### src/hdl/tsc_pkg.sv
package tsc_pkg;

  // Default counter width and the fixed width of each result field
  localparam int unsigned COUNT_WIDTH_DEF = 16;
  localparam int unsigned OUT_WIDTH       = 16;
  localparam int unsigned OUT_FIELDS      = 7;

  localparam logic [7:0] CHAR_NL    = 8'h0A;
  localparam logic [7:0] CHAR_TAB   = 8'h09;
  localparam logic [7:0] CHAR_CR    = 8'h0D;
  localparam logic [7:0] CHAR_SPACE = 8'h20;
  localparam logic [7:0] CHAR_ZERO  = 8'h30;
  localparam logic [7:0] CHAR_NINE  = 8'h39;
  localparam logic [7:0] CHAR_UC_A  = 8'h41;
  localparam logic [7:0] CHAR_UC_Z  = 8'h5A;
  localparam logic [7:0] CHAR_LC_A  = 8'h61;
  localparam logic [7:0] CHAR_LC_Z  = 8'h7A;

  // C-locale isspace: space, tab, newline, vertical tab, form feed, return
  function automatic logic is_space(input logic [7:0] c);
    return (c == CHAR_SPACE) || ((c >= CHAR_TAB) && (c <= CHAR_CR));
  endfunction

  function automatic logic is_digit(input logic [7:0] c);
    return (c >= CHAR_ZERO) && (c <= CHAR_NINE);
  endfunction

  function automatic logic is_letter(input logic [7:0] c);
    return ((c >= CHAR_UC_A) && (c <= CHAR_UC_Z)) || ((c >= CHAR_LC_A) && (c <= CHAR_LC_Z));
  endfunction

endpackage

### src/hdl/text_statistics_counter.sv
// A request is captured in the input register and updates the counts when it is consumed;
//   for a last request the totals are loaded into the result register at that same update.
// Throughput: one byte per cycle while no last request is held back by a waiting result.
// The master side holds one result register; while a result waits the slave side keeps
//   taking bytes, and only a further last request stalls until the result is taken.
// Reset (rst_ni low, asynchronous) clears all counts, line count to one, both sides empty.
module text_statistics_counter
  import tsc_pkg::*;
#(
  parameter int unsigned COUNT_WIDTH = COUNT_WIDTH_DEF
) (
  input  logic                          clk_i,
  input  logic                          rst_ni,
  input  logic                          s_axis_tvalid_i,
  output logic                          s_axis_tready_o,
  input  logic [7:0]                    s_axis_tdata_i,  // char_byte
  input  logic                          s_axis_tuser_i,  // has_char
  input  logic                          s_axis_tlast_i,  // last
  output logic                          m_axis_tvalid_o,
  input  logic                          m_axis_tready_i,
  // char_total, word_total, line_total, digit_total, letter_total,
  // longest_start, longest_length (16 bits each, from bit 0 up)
  output logic [OUT_FIELDS*OUT_WIDTH-1:0] m_axis_tdata_o
);

  typedef logic [COUNT_WIDTH-1:0] cnt_t;

  localparam cnt_t CNT_MAX  = '1;
  localparam cnt_t CNT_ZERO = '0;
  localparam cnt_t CNT_ONE  = cnt_t'(1);

  function automatic cnt_t sat_inc(input cnt_t v);
    return (v == CNT_MAX) ? v : v + CNT_ONE;
  endfunction

  function automatic logic [OUT_WIDTH-1:0] to_out(input cnt_t v);
    logic [COUNT_WIDTH+OUT_WIDTH-1:0] ext;
    ext = {{OUT_WIDTH{1'b0}}, v};
    return ext[OUT_WIDTH-1:0];
  endfunction

  // input register
  logic       in_valid_q;
  logic [7:0] in_char_q;
  logic       in_has_q;
  logic       in_last_q;

  // running state
  cnt_t byte_q, word_q, line_q, digit_q, letter_q;
  cnt_t wstart_q, wlen_q, bstart_q, blen_q;
  logic inside_q;
  cnt_t byte_d, word_d, line_d, digit_d, letter_d;
  cnt_t wstart_d, wlen_d, bstart_d, blen_d;
  logic inside_d;

  // result register
  logic                            out_valid_q;
  logic [OUT_FIELDS*OUT_WIDTH-1:0] out_data_q;
  logic [OUT_FIELDS*OUT_WIDTH-1:0] out_data_d;

  logic out_free;
  logic consume;

  assign out_free        = !out_valid_q || m_axis_tready_i;
  assign consume         = in_valid_q && (!in_last_q || out_free);
  assign s_axis_tready_o = !in_valid_q || consume;
  assign m_axis_tvalid_o = out_valid_q;
  assign m_axis_tdata_o  = out_data_q;

  always_comb begin
    byte_d   = byte_q;
    word_d   = word_q;
    line_d   = line_q;
    digit_d  = digit_q;
    letter_d = letter_q;
    wstart_d = wstart_q;
    wlen_d   = wlen_q;
    bstart_d = bstart_q;
    blen_d   = blen_q;
    inside_d = inside_q;

    if (in_has_q) begin
      if (in_char_q == CHAR_NL) begin
        line_d = sat_inc(line_q);
      end
      if (is_digit(in_char_q)) begin
        digit_d = sat_inc(digit_q);
      end else if (is_letter(in_char_q)) begin
        letter_d = sat_inc(letter_q);
      end
      if (is_space(in_char_q)) begin
        if (inside_q) begin
          if (wlen_q > blen_q) begin
            blen_d   = wlen_q;
            bstart_d = wstart_q;
          end
          word_d   = sat_inc(word_q);
          inside_d = 1'b0;
        end
      end else if (!inside_q) begin
        inside_d = 1'b1;
        wstart_d = byte_q;
        wlen_d   = CNT_ONE;
      end else begin
        wlen_d = sat_inc(wlen_q);
      end
      byte_d = sat_inc(byte_q);
    end

    // closing a text: finish an open word, then the totals leave and state restarts
    if (in_last_q) begin
      if (inside_d) begin
        if (wlen_d > blen_d) begin
          blen_d   = wlen_d;
          bstart_d = wstart_d;
        end
        word_d = sat_inc(word_d);
      end
    end

    out_data_d = {to_out(blen_d), to_out(bstart_d), to_out(letter_d), to_out(digit_d),
                  to_out(line_d), to_out(word_d), to_out(byte_d)};

    if (in_last_q) begin
      byte_d   = CNT_ZERO;
      word_d   = CNT_ZERO;
      line_d   = CNT_ONE;
      digit_d  = CNT_ZERO;
      letter_d = CNT_ZERO;
      wstart_d = CNT_ZERO;
      wlen_d   = CNT_ZERO;
      bstart_d = CNT_ZERO;
      blen_d   = CNT_ZERO;
      inside_d = 1'b0;
    end
  end

  always_ff @(posedge clk_i or negedge rst_ni) begin
    if (!rst_ni) begin
      in_valid_q <= 1'b0;
    end else if (s_axis_tready_o) begin
      in_valid_q <= s_axis_tvalid_i;
    end
  end

  always_ff @(posedge clk_i) begin
    if (s_axis_tready_o && s_axis_tvalid_i) begin
      in_char_q <= s_axis_tdata_i;
      in_has_q  <= s_axis_tuser_i;
      in_last_q <= s_axis_tlast_i;
    end
  end

  always_ff @(posedge clk_i or negedge rst_ni) begin
    if (!rst_ni) begin
      byte_q   <= CNT_ZERO;
      word_q   <= CNT_ZERO;
      line_q   <= CNT_ONE;
      digit_q  <= CNT_ZERO;
      letter_q <= CNT_ZERO;
      wstart_q <= CNT_ZERO;
      wlen_q   <= CNT_ZERO;
      bstart_q <= CNT_ZERO;
      blen_q   <= CNT_ZERO;
      inside_q <= 1'b0;
    end else if (consume) begin
      byte_q   <= byte_d;
      word_q   <= word_d;
      line_q   <= line_d;
      digit_q  <= digit_d;
      letter_q <= letter_d;
      wstart_q <= wstart_d;
      wlen_q   <= wlen_d;
      bstart_q <= bstart_d;
      blen_q   <= blen_d;
      inside_q <= inside_d;
    end
  end

  always_ff @(posedge clk_i or negedge rst_ni) begin
    if (!rst_ni) begin
      out_valid_q <= 1'b0;
    end else if (out_free) begin
      out_valid_q <= consume && in_last_q;
    end
  end

  always_ff @(posedge clk_i) begin
    if (consume && in_last_q) begin
      out_data_q <= out_data_d;
    end
  end

endmodule

### config.mk
export PLATFORM = sky130hd
export DESIGN_NAME = text_statistics_counter
export DESIGN_NICKNAME = d
export VERILOG_FILES = /design/src/hdl/tsc_pkg.sv /design/src/hdl/text_statistics_counter.sv
export SDC_FILE = /design/constraint.sdc
export NUM_CORES = 1
export LEC_CHECK = 0
export BUFFER_PORTS_ARGS = -buffer_cell sky130_fd_sc_hd__buf_2
export CAP_MARGIN = 30
export CORE_MARGIN = 8
export CORE_UTILIZATION = 40
export DETAILED_ROUTE_END_ITERATION = 10
export GPL_ROUTABILITY_DRIVEN = 0
export PLACE_DENSITY_LB_ADDON = 0.05
export SLEW_MARGIN = 20
export SYNTH_ARGS = -nofsm -noshare
export SYNTH_HDL_FRONTEND = slang
export SYNTH_SLANG_ARGS = --single-unit
### constraint.sdc
create_clock -name clk_i -period 8.4 [get_ports clk_i]
set_input_delay 2.52 -clock clk_i [delete_from_list [all_inputs] [get_ports clk_i]]
set_output_delay 2.52 -clock clk_i [all_outputs]
set_load 0.02 [all_outputs]
==> metrics, run 1 <==
RSZ-0062 raised after global routing=false; Synth top area share=25.31%; Design Area, Final=0.01659 mm^2; CP max-delay cell=or4b_1; Crit. End Element=register; largest net degree at the start of global routing=92; Post-synth EDFFs=122; worst slack at placement=1.971 ns; setup_tns=0 ns; Area Overhead vs Synth=14.61%; Synth Cell Area=0.01447 mm^2; crit path cell chain=or3_1 -> or4b_1 -> a21oi_1 -> nand2_1 -> a21o_1 -> buf_4 -> a21boi_0 -> ha_1 -> nand4_1 -> nor3_1 -> a221o_1 -> a21oi_1 -> nand2_1 -> o21ai_1 -> buf_4 -> o221a_2; antenna violations before repair=1; post-synth cell types=72; Pwr Total=3.471 mW; DR iter-0 viols=724; PD cells=209.3 mW/mm^2; GR Util All Layers=18.40%; worst setup path class=register to register; Peak VDD IR=0.1997 mV; Filler Cell Count=3381; Die Ht=206.2 um; DP Wirelength=26180 um; post-synthesis sequential area ratio=50.74%; die area=0.04252 mm^2; Worst-Margin Slew=0.9509 ns; critical path data required time=8.84 ns; Via Count=11215; Ports=128; Post-synth top cells=nand2_1, dfrtp_1, edfxtp_1; width of the die=206.2 um; ANT nets after route=0; # H-tree levels=1; syn_area_per_cell=10.08 um^2; hold path cells=2; Sink Count=269; Clock transition at path regs=0.06 ns; Fmax=0.1544 GHz; drt pass-1 iters=5; worst-path maximum fanout=19; hold_ws=0.5149 ns; area of the core=0.03557 mm^2; CTS Buf Count=31; Post-Place Cells=1946; CTS tree=done; clk_skew=0.01191 ns; PortBufs=127; vias in the first global route=11007; residual DRC count=0; CTS resizes=0; min cycle time layout=6.476 ns; crit-path max cell delay=0.71 ns; Final Cycle Share=77.10%; Fin. Hold Viols=0; Clock Tree Root=clkbuf_16; Async SR Flop Fraction=54.65%; Max-cap violations=0; ranking of synthesized cells by area=edfxtp_1, dfrtp_1, nand2_1, o21ai_0, ha_1; post-CTS setup buffer count=0; status=complete, no violations; Multi-input gate area=0.006649 mm^2; Starting Density=40.69%; worst skew pair latency=0.57 ns; sequential cell area=0.007343 mm^2; grt ovf=0; Synth Warn #=0; non-filler cells, final=2006; leading area contributor after synthesis=edfxtp_1; Final Worst Setup Slack=1.924 ns; Synth Instances=1436; Post-Syn Nets=1489; Cell Area, Placed=0.01550 mm^2; first-pass GRT wire length=62780 um; relative slew slack=35.77%; critical path launch point type=register; Setup Viol. Count Final=0; layout cells sized above 1=17.16%; Post-CTS Hold Fix Bufs=0; FF-to-FF path depth=16; Clock Tree Buf Depth=3; final WL=39590 um; Tightest Hold Check Type=register to register; P_leak=6.671 nW; most numerous cell in the Yosys netlist=nand2_1; Final Net Count=1573; Final Slew Violations=0; DR WL/cell=19.73 um; Seq cells post-synth=269; Post-synth top flop=dfrtp_1; Final Util=46.63%; Arr. time, crit path=6.92 ns; DR vias/cell=5.591; num rows=69
[cell usage in the layout (no fill, tap or decap), types with 9 or more instances in the layout]
cell       count
a21o_1         9
a21oi_1       48
a22o_1        27
a22oi_1       47
a31oi_1       11
and2_1         9
and3_1        13
and4_1        10
buf_2        126
buf_4         18
clkbuf_16     32
dfrtp_1      146
edfxtp_1     122
ha_1          39
inv_1         35
mux2i_1       48
nand2_1      181
nand2b_1       9
nand3_1       47
nand4_1       32
nor2_1       100
nor2b_1       15
nor3_1        27
o21a_1        10
o21ai_0      113
o221a_2       17
o221ai_1       9
o22ai_1       19
or2_2         21
xnor2_1       44
xor2_1        27
[final timing paths]
kind / from / to / slack, ns
min in group asynchronous: rst_ni / word_q[1] / 1.85
worst max register to register: in_char_q[2] / m_axis_tdata_o[92] / 1.92
worst min register to register: bstart_q[0] / bstart_q[0] / 0.51
worst max-delay path: in_char_q[2] / m_axis_tdata_o[92] / 1.92
max in group asynchronous: rst_ni / letter_q[10] / 5.40
worst min-delay path: bstart_q[0] / bstart_q[0] / 0.51
[registers in the layout, summed over array words and instances (netlist names)]
name and flops:
byte_q 16, in_last_q 1, wstart_q 16, word_q 16
line_q 16, blen_q 16, bstart_q 16, digit_q 16
wlen_q 16, in_char_q 8, m_axis_tvalid_o 1, inside_q 1
in_valid_q 1, m_axis_tdata_o 112, letter_q 16, in_has_q 1
[where the power goes]
part           internal, mW  total [mW]  switching [mW]  leakage (nW)
clock                 0.817        1.38           0.559         0.524
combinational         0.195       0.520           0.325          2.92
sequential             1.48        1.58          0.0911          3.23
total                  2.50        3.47           0.975          6.67
[cell families after synthesis]
kind of cell               count (synthesis)  share of synthesized area (%)
AOI/OAI and AO/OA                        368                          17.29
xor gates and xnor gates                  71                          4.297
adders and majority gates                 39                          3.372
buffers and inverters                    133                          3.571
DFF                                      269                          50.74
muxes                                     55                          3.890
and+or+nand+nor                          501                          16.84
[critical path: cells and delay by family, from the launching register on]
family | cells | cell delay (ns)
compound gates | 7 | 2.82
fa+ha+maj | 1 | 0.27
buf+inv | 2 | 0.60
flops | 1 | 0.43
simple gates | 6 | 2.21
[routing by layer]
metal  part of all wire [%]  GRT usage [%]
met2                     47          29.78
met3                    4.7          2.665
met1                     47          25.68
met5                      0              0
met4                    1.7          4.512
[cell type report]
cell class              count  area share [%]
multi-input cells        1034           40.08
repair buffers            148           5.001
clock buffers              42           5.476
diodes                      1         0.01509
clock inverters            15          0.8599
inverters                  36          0.8147
flip-flops and latches    269           44.27
well taps                 461           3.477
No activity file was read; power rests on OpenSTA's default activity.
==> run 2: changes to the inputs <==
- ABC_AREA: unset -> 1
- clock period: 8.4 -> 5.4 ns (I/O delays scaled with it)
==> metrics, run 2 <==
Final Cycle Share=80.18% (was 77.10%); Starting Density=40.69% (about the same); hold_ws=0.5319 ns (was 0.5149 ns); Arr. time, crit path=4.64 ns (was 6.92 ns); num rows=68 (was 69); Post-synth top flop=dfrtp_1 (unchanged); relative slew slack=47.10% (was 35.77%); critical path launch point type=register (unchanged); crit-path max cell delay=0.45 ns (was 0.71 ns); Crit. End Element=register (unchanged); Via Count=11347 (was 11215); PortBufs=127 (unchanged); Post-CTS Hold Fix Bufs=0 (unchanged); Clock transition at path regs=0.06 ns (about the same); clk_skew=0.01173 ns (was 0.01191 ns); ANT nets after route=0 (unchanged); worst-path maximum fanout=30 (was 19); die area=0.04140 mm^2 (was 0.04252 mm^2); Synth Warn #=0 (unchanged); min cycle time layout=4.330 ns (was 6.476 ns); CP dominant cell by count=nand2_1; Fin. Hold Viols=0 (unchanged); DR WL/cell=17.57 um (was 19.73 um); # H-tree levels=1 (unchanged); post-CTS setup buffer count=0 (unchanged); DR vias/cell=5.160 (was 5.591); syn_area_per_cell=8.824 um^2 (was 10.08 um^2); Final Util=47.16% (was 46.63%); P_leak=7.323 nW (was 6.671 nW); setup_tns=0 ns (unchanged); antenna violations before repair=0 (was 1); Synth Cell Area=0.01406 mm^2 (was 0.01447 mm^2); commonest non-fill, non-tap cell in the layout=nand2_1 (unchanged); Die Ht=203.5 um (was 206.2 um); DR iter-0 viols=592 (was 724); ranking of synthesized cells by area=edfxtp_1, dfrtp_1, nand2_1, inv_1, nand3_1 (was edfxtp_1, dfrtp_1, nand2_1, o21ai_0, ha_1); RSZ-0062 raised after global routing=false (unchanged); status=complete, no violations (unchanged); Worst-Margin Slew=0.7881 ns (was 0.9509 ns); worst skew pair latency=0.58 ns (was 0.57 ns); Fmax=0.2310 GHz (was 0.1544 GHz); Tightest Hold Check Type=register to register (unchanged); sequential share of power=47.1% (was 45.4%); DP Wirelength=27290 um (was 26180 um); total internal power=3.557 mW (was 2.496 mW); n_diodes=0 (was 1); Ports=128 (unchanged); Largest register FFs=112 (unchanged); final WL=38630 um (was 39590 um); CTS resizes=0 (unchanged); Setup Viol. Count Final=0 (unchanged); Final Net Count=1772 (was 1573); Synth top area share=26.06% (was 25.31%); largest net degree at the start of global routing=94 (was 92); Synth Instances=1593 (was 1436); Post-synth top cells=nand2_1, inv_1, dfrtp_1 (was nand2_1, dfrtp_1, edfxtp_1); CTS tree=done (unchanged); crit path cell chain=nor2_1 -> nand4_2 -> nand2_4 -> nand2_1 -> a31oi_2 -> nand2_1 -> buf_4 -> nand2_1 -> nand2_1 -> ha_1 -> nand2_1 -> o21a_1 -> o221ai_1 -> nand2_1 -> o2111ai_1 -> nand2_2 -> buf_12 -> nand3_1 -> o21ai_0 (was or3_1 -> or4b_1 -> a21oi_1 -> nand2_1 -> a21o_1 -> buf_4 -> a21boi_0 -> ha_1 -> nand4_1 -> nor3_1 -> a221o_1 -> a21oi_1 -> nand2_1 -> o21ai_1 -> buf_4 -> o221a_2); Async SR Flop Fraction=54.65% (unchanged); Seq cells post-synth=269 (unchanged); Sink Count=269 (unchanged); Post-Syn Nets=1646 (was 1489); GR Util All Layers=18.54% (was 18.40%); Clock power frac=42.4% (was 39.6%); Final Slew Violations=0 (unchanged); width of the die=203.5 um (was 206.2 um); CTS Buf Count=31 (unchanged); most numerous cell in the Yosys netlist=nand2_1 (unchanged); critical path data required time=5.71 ns (was 8.84 ns); leading area contributor after synthesis=edfxtp_1 (unchanged); Peak VDD IR=0.2649 mV (was 0.1997 mV); residual DRC count=0 (unchanged); Sw Share=26.25% (was 28.09%); CP max-delay cell=edfxtp_1 (was or4b_1); hold path startpoint=digit_q[10] (was bstart_q[0]); Area Overhead vs Synth=15.89% (was 14.61%); vias in the first global route=11582 (was 11007); CP Launch Point=in_char_q[2] (unchanged); grt ovf=0 (unchanged); post-synthesis sequential area ratio=52.24% (was 50.74%); worst setup path class=register to register (unchanged); first-pass GRT wire length=62740 um (was 62780 um); Switching Power=1.266 mW (was 0.9750 mW); most frequent cells in the layout=nand2_1, inv_1, dfrtp_1, nand3_1, buf_2 (was nand2_1, dfrtp_1, buf_2, edfxtp_1, o21ai_0); RR Startpoint=in_char_q[2] (unchanged); PD cells=296.1 mW/mm^2 (was 209.3 mW/mm^2); worst slack at placement=1.015 ns (was 1.971 ns); Final Worst Setup Slack=1.070 ns (was 1.924 ns); layout cells sized above 1=13.93% (was 17.16%); Post-synth EDFFs=122 (unchanged); Max-cap violations=0 (unchanged); Clock Tree Root=clkbuf_16 (unchanged); Clock Tree Buf Depth=3 (unchanged); Gate power share=10.4% (was 15.0%); area of the core=0.03454 mm^2 (was 0.03557 mm^2); drt pass-1 iters=5 (unchanged); post-synth cell types=53 (was 72)
==> run 2: cell types whose count changed after synthesis, moves of 17 or more <==
cell      change
inv_1       +229
nand3_1      +96
nand2_1      +92
o22ai_1      +76
mux2i_1      -48
xnor2_1      -43
a22oi_1      -41
clkbuf_1     -41
xor2_1       +26
a22o_1       -23
or2_2        -20
o221a_2      -17
==> run 2: final cells by class <==
type	instances	area [um^2]
repair buffers	146	867.1
well taps	455	569.3
inverters	272	1028
flip-flops and latches	269	7343
multi-input cells	999	5503
fillers	3435	18250
clock buffers	44	854.6
clock inverters	14	125.1
==> run 2: cells by family (layout without fill, tap and decap cells) <==
kind of cell / Yosys count / in the layout / synth area share, %
AO/OA/AOI/OAI: 279 / 279 / 11.43
AND/OR/NAND/NOR: 626 / 626 / 20.61
XOR/XNOR: 55 / 55 / 3.480
flip-flops: 269 / 269 / 52.24
adder cells (fa/ha/maj): 39 / 39 / 3.471
buffers and inverters: 325 / 476 / 8.776
==> run 2: critical path: cells and delay by family, from the launching register on <==
family                     cells  cell delay (ns)
adders and majority gates      1             0.30
AOI/OAI and AO/OA              5             0.84
DFF                            1             0.45
buffers and inverters          2             0.60
and+or+nand+nor               11             1.85
==> run 2: path summary, 6_finish.rpt <==
path                                       to  slack, ns  cells past startpoint
max                        m_axis_tdata_o[83]       1.07                     19
min                               digit_q[10]       0.53                      2
max reg2reg                m_axis_tdata_o[83]       1.07                     19
min reg2reg                       digit_q[10]       0.53                      2
max in group asynchronous           line_q[0]       3.78                      2
min in group asynchronous          digit_q[5]       0.93                      1
==> run 2: metal layers <==
| layer | wire length, um | global-route usage (%) | part of all wire, % | vias up |
|---|---|---|---|---|
| li1 | - | - | - | 5634 |
| met1 | 17890 | 24.60 | 46 | 5439 |
| met2 | 18050 | 31.19 | 47 | 219 |
| met3 | 1810 | 2.809 | 4.7 | 55 |
| met4 | 880 | 5.128 | 2.3 | 0 |
| met5 | 0 | 0 | 0 | - |
==> run 2: through the flow <==
stage          cell area [um^2]  cells  total power [mW]
6_report                  16290   2199             4.824
5_1_grt                   16290   2199             5.013
3_5_place_dp              15280   2140             2.826
2_1_floorplan             14060   1593             2.610
4_1_cts                   16260   2198             4.894
3_3_place_gp              15260   2139             2.821
==> run 2: power groups by stage <==
stage	clock network (mW)	registers [mW]	logic (mW)
2_1_floorplan	0	2.37	0.245
3_3_place_gp	0	2.31	0.507
3_5_place_dp	0	2.31	0.513
4_1_cts	2.11	2.27	0.514
5_1_grt	2.17	2.28	0.560
6_report	2.05	2.27	0.503
==> run 3: changes to the inputs <==
- clock period: 5.4 -> 3.9 ns (I/O delays scaled with it)
==> metrics, run 3 (synthesis gave the netlist of run 2 again) <==
status=complete, no violations (unchanged); Clock Tree Root=clkbuf_16 (unchanged); DR iter-0 viols=733 (was 592); ANT nets after route=0 (unchanged); residual DRC count=0 (unchanged); Final Cycle Share=96.75% (was 80.18%); Crit. End Element=register (unchanged); # H-tree levels=1 (unchanged); grt ovf=0 (unchanged); CTS tree=done (unchanged); CTS Buf Count=31 (unchanged); Largest register FFs=112 (unchanged); final WL=39650 um (was 38630 um); area of the core=0.03454 mm^2 (unchanged); Design Area, Final=0.01704 mm^2 (was 0.01629 mm^2); Final Net Count=1815 (was 1772); Filler Cell Count=3406 (was 3435); Peak VDD IR=0.3272 mV (was 0.2649 mV); Worst R2R End=m_axis_tdata_o[93] (was m_axis_tdata_o[83]); Via Count=11608 (was 11347); worst setup path class=register to register (unchanged); Ports=128 (unchanged); critical path launch point type=register (unchanged); worst-path maximum fanout=19 (was 30); width of the die=203.5 um (unchanged); PD cells=402.5 mW/mm^2 (was 296.1 mW/mm^2); Arr. time, crit path=4.09 ns (was 4.64 ns); setup_tns=0 ns (unchanged); drt pass-1 iters=5 (unchanged); Fmax=0.2650 GHz (was 0.2310 GHz); min cycle time layout=3.773 ns (was 4.330 ns); DR vias/cell=5.178 (was 5.160); GR Util All Layers=18.60% (was 18.54%); Cell Area, Placed=0.01547 mm^2 (was 0.01528 mm^2); antenna violations before repair=0 (unchanged); Area Overhead vs Synth=21.19% (was 15.89%); Final Worst Setup Slack=0.1268 ns (was 1.070 ns); clk_skew=0.01721 ns (was 0.01173 ns); Final Slew Violations=0 (unchanged); Clock Tree Buf Depth=3 (unchanged); Sink Count=269 (unchanged); commonest non-fill, non-tap cell in the layout=nand2_1 (unchanged); first-pass GRT wire length=63260 um (was 62740 um); DP Wirelength=26310 um (was 27290 um); worst skew pair latency=0.57 ns (was 0.58 ns); Clock transition at path regs=0.06 ns (about the same); Hold EP=bstart_q[1] (was digit_q[10]); DR WL/cell=17.69 um (was 17.57 um); P_leak=7.655 nW (was 7.323 nW); Worst-Margin Slew=0.8124 ns (was 0.7881 ns); hold path cells=2 (unchanged); Max-cap violations=0 (unchanged); die area=0.04140 mm^2 (unchanged); Post-CTS Hold Fix Bufs=0 (unchanged); num rows=68 (unchanged); Setup Viol. Count Final=0 (unchanged); FF-to-FF path depth=21 (was 19); Tightest Hold Check Type=register to register (unchanged); Starting Density=40.69% (unchanged); largest net degree at the start of global routing=133 (was 94); Die Ht=203.5 um (unchanged); vias in the first global route=11447 (was 11582); RR Startpoint=wlen_q[4] (was in_char_q[2]); PortBufs=127 (unchanged); Reg2Reg Setup Slack=0.13 ns (was 1.07 ns); n_diodes=0 (unchanged); critical path data required time=4.21 ns (was 5.71 ns); most frequent cells in the layout=nand2_1, inv_1, dfrtp_1, nand3_1, buf_2 (unchanged); relative slew slack=45.84% (was 47.10%); worst slack at placement=-0.07700 ns (was 1.015 ns); layout cells sized above 1=18.80% (was 13.93%); hold path startpoint=bstart_q[1] (was digit_q[10]); Fin. Hold Viols=0 (unchanged)
-- run 3: changes by cell type in the layout (fill, tap and decap cells not counted), sizes merged --
| cell | previous run | this run |
|---|---|---|
| clkbuf | 44 | 48 |
| clkinvlp | 1 | 2 |
| clkinv | 11 | 12 |
| buf | 146 | 186 |
| inv | 272 | 269 |
-- run 3: area by class of cell --
type | instances | area (um^2) | area share, %
Timing Repair Buffer | 189 | 1294 | 7.594
Sequential cell | 269 | 7343 | 43.10
Clock buffer | 45 | 888.4 | 5.214
Inverter | 272 | 1028 | 6.037
Tap cell | 455 | 569.3 | 3.342
Multi-Input combinational cell | 999 | 5784 | 33.95
Clock inverter | 13 | 128.9 | 0.7565
-- run 3: worst max-delay path, stage by stage, from the launching register on --
cell       delay [ns]
dfrtp_1          0.44
ha_1             0.23
a21oi_1          0.14
nor2_1           0.06
a211oi_2         0.28
o31ai_2          0.11
nand3_1          0.09
o2111ai_2        0.15
buf_6            0.19
buf_12           0.15
nand3_1          0.08
nand2_2          0.08
ha_4             0.27
nand2_1          0.08
o21a_1           0.20
o221ai_2         0.20
nand2_1          0.10
o2111ai_2        0.09
nand2_4          0.18
clkbuf_16        0.22
nand3_1          0.07
o21ai_0          0.09
-- run 3: repair_timing --
item / CTS / global route
pin swaps: 0 / 16
gates resized for setup: 2 / 73
buffers inserted: 0 / 13
setup endpoints to repair: 32 / 32
gates cloned: 0 / 6
-- run 3: worst max-delay path by stage --
stage,startpoint,endpoint,slack [ns]
after floorplan,m_axis_tready_i,m_axis_tdata_o[0],0.004
after global placement,wlen_q[0],m_axis_tdata_o[104],-0.09
after detailed placement,wlen_q[0],m_axis_tdata_o[106],-0.08
after CTS,wlen_q[6],m_axis_tdata_o[100],0.002
after global routing,wlen_q[4],m_axis_tdata_o[93],-0.04
final,wlen_q[4],m_axis_tdata_o[93],0.13
-- run 3: metal layers --
metal	part of all wire [%]	track usage, %
met5	0	0
met4	1.8	3.911
met3	5.4	2.713
met2	44	29.31
met1	49	26.89
-- run 3: power breakdown --
group	switching, mW	internal (mW)
clock network	1.18	1.71
logic	0.564	0.257
registers	0.0551	3.10
-- run 3: stage by stage --
stage / utilization, % / cells / hold slack, ns / power (mW)
6_report: 49.32 / 2242 / 0.5351 / 6.857
4_1_cts: 47.75 / 2223 / 0.5424 / 6.861
2_1_floorplan: - / 1593 / 0.4904 / 3.613
5_1_grt: 49.32 / 2242 / 0.5662 / 7.140
3_5_place_dp: 44.79 / 2165 / 0.5273 / 3.924
3_3_place_gp: 44.79 / 2165 / 0.5151 / 3.923
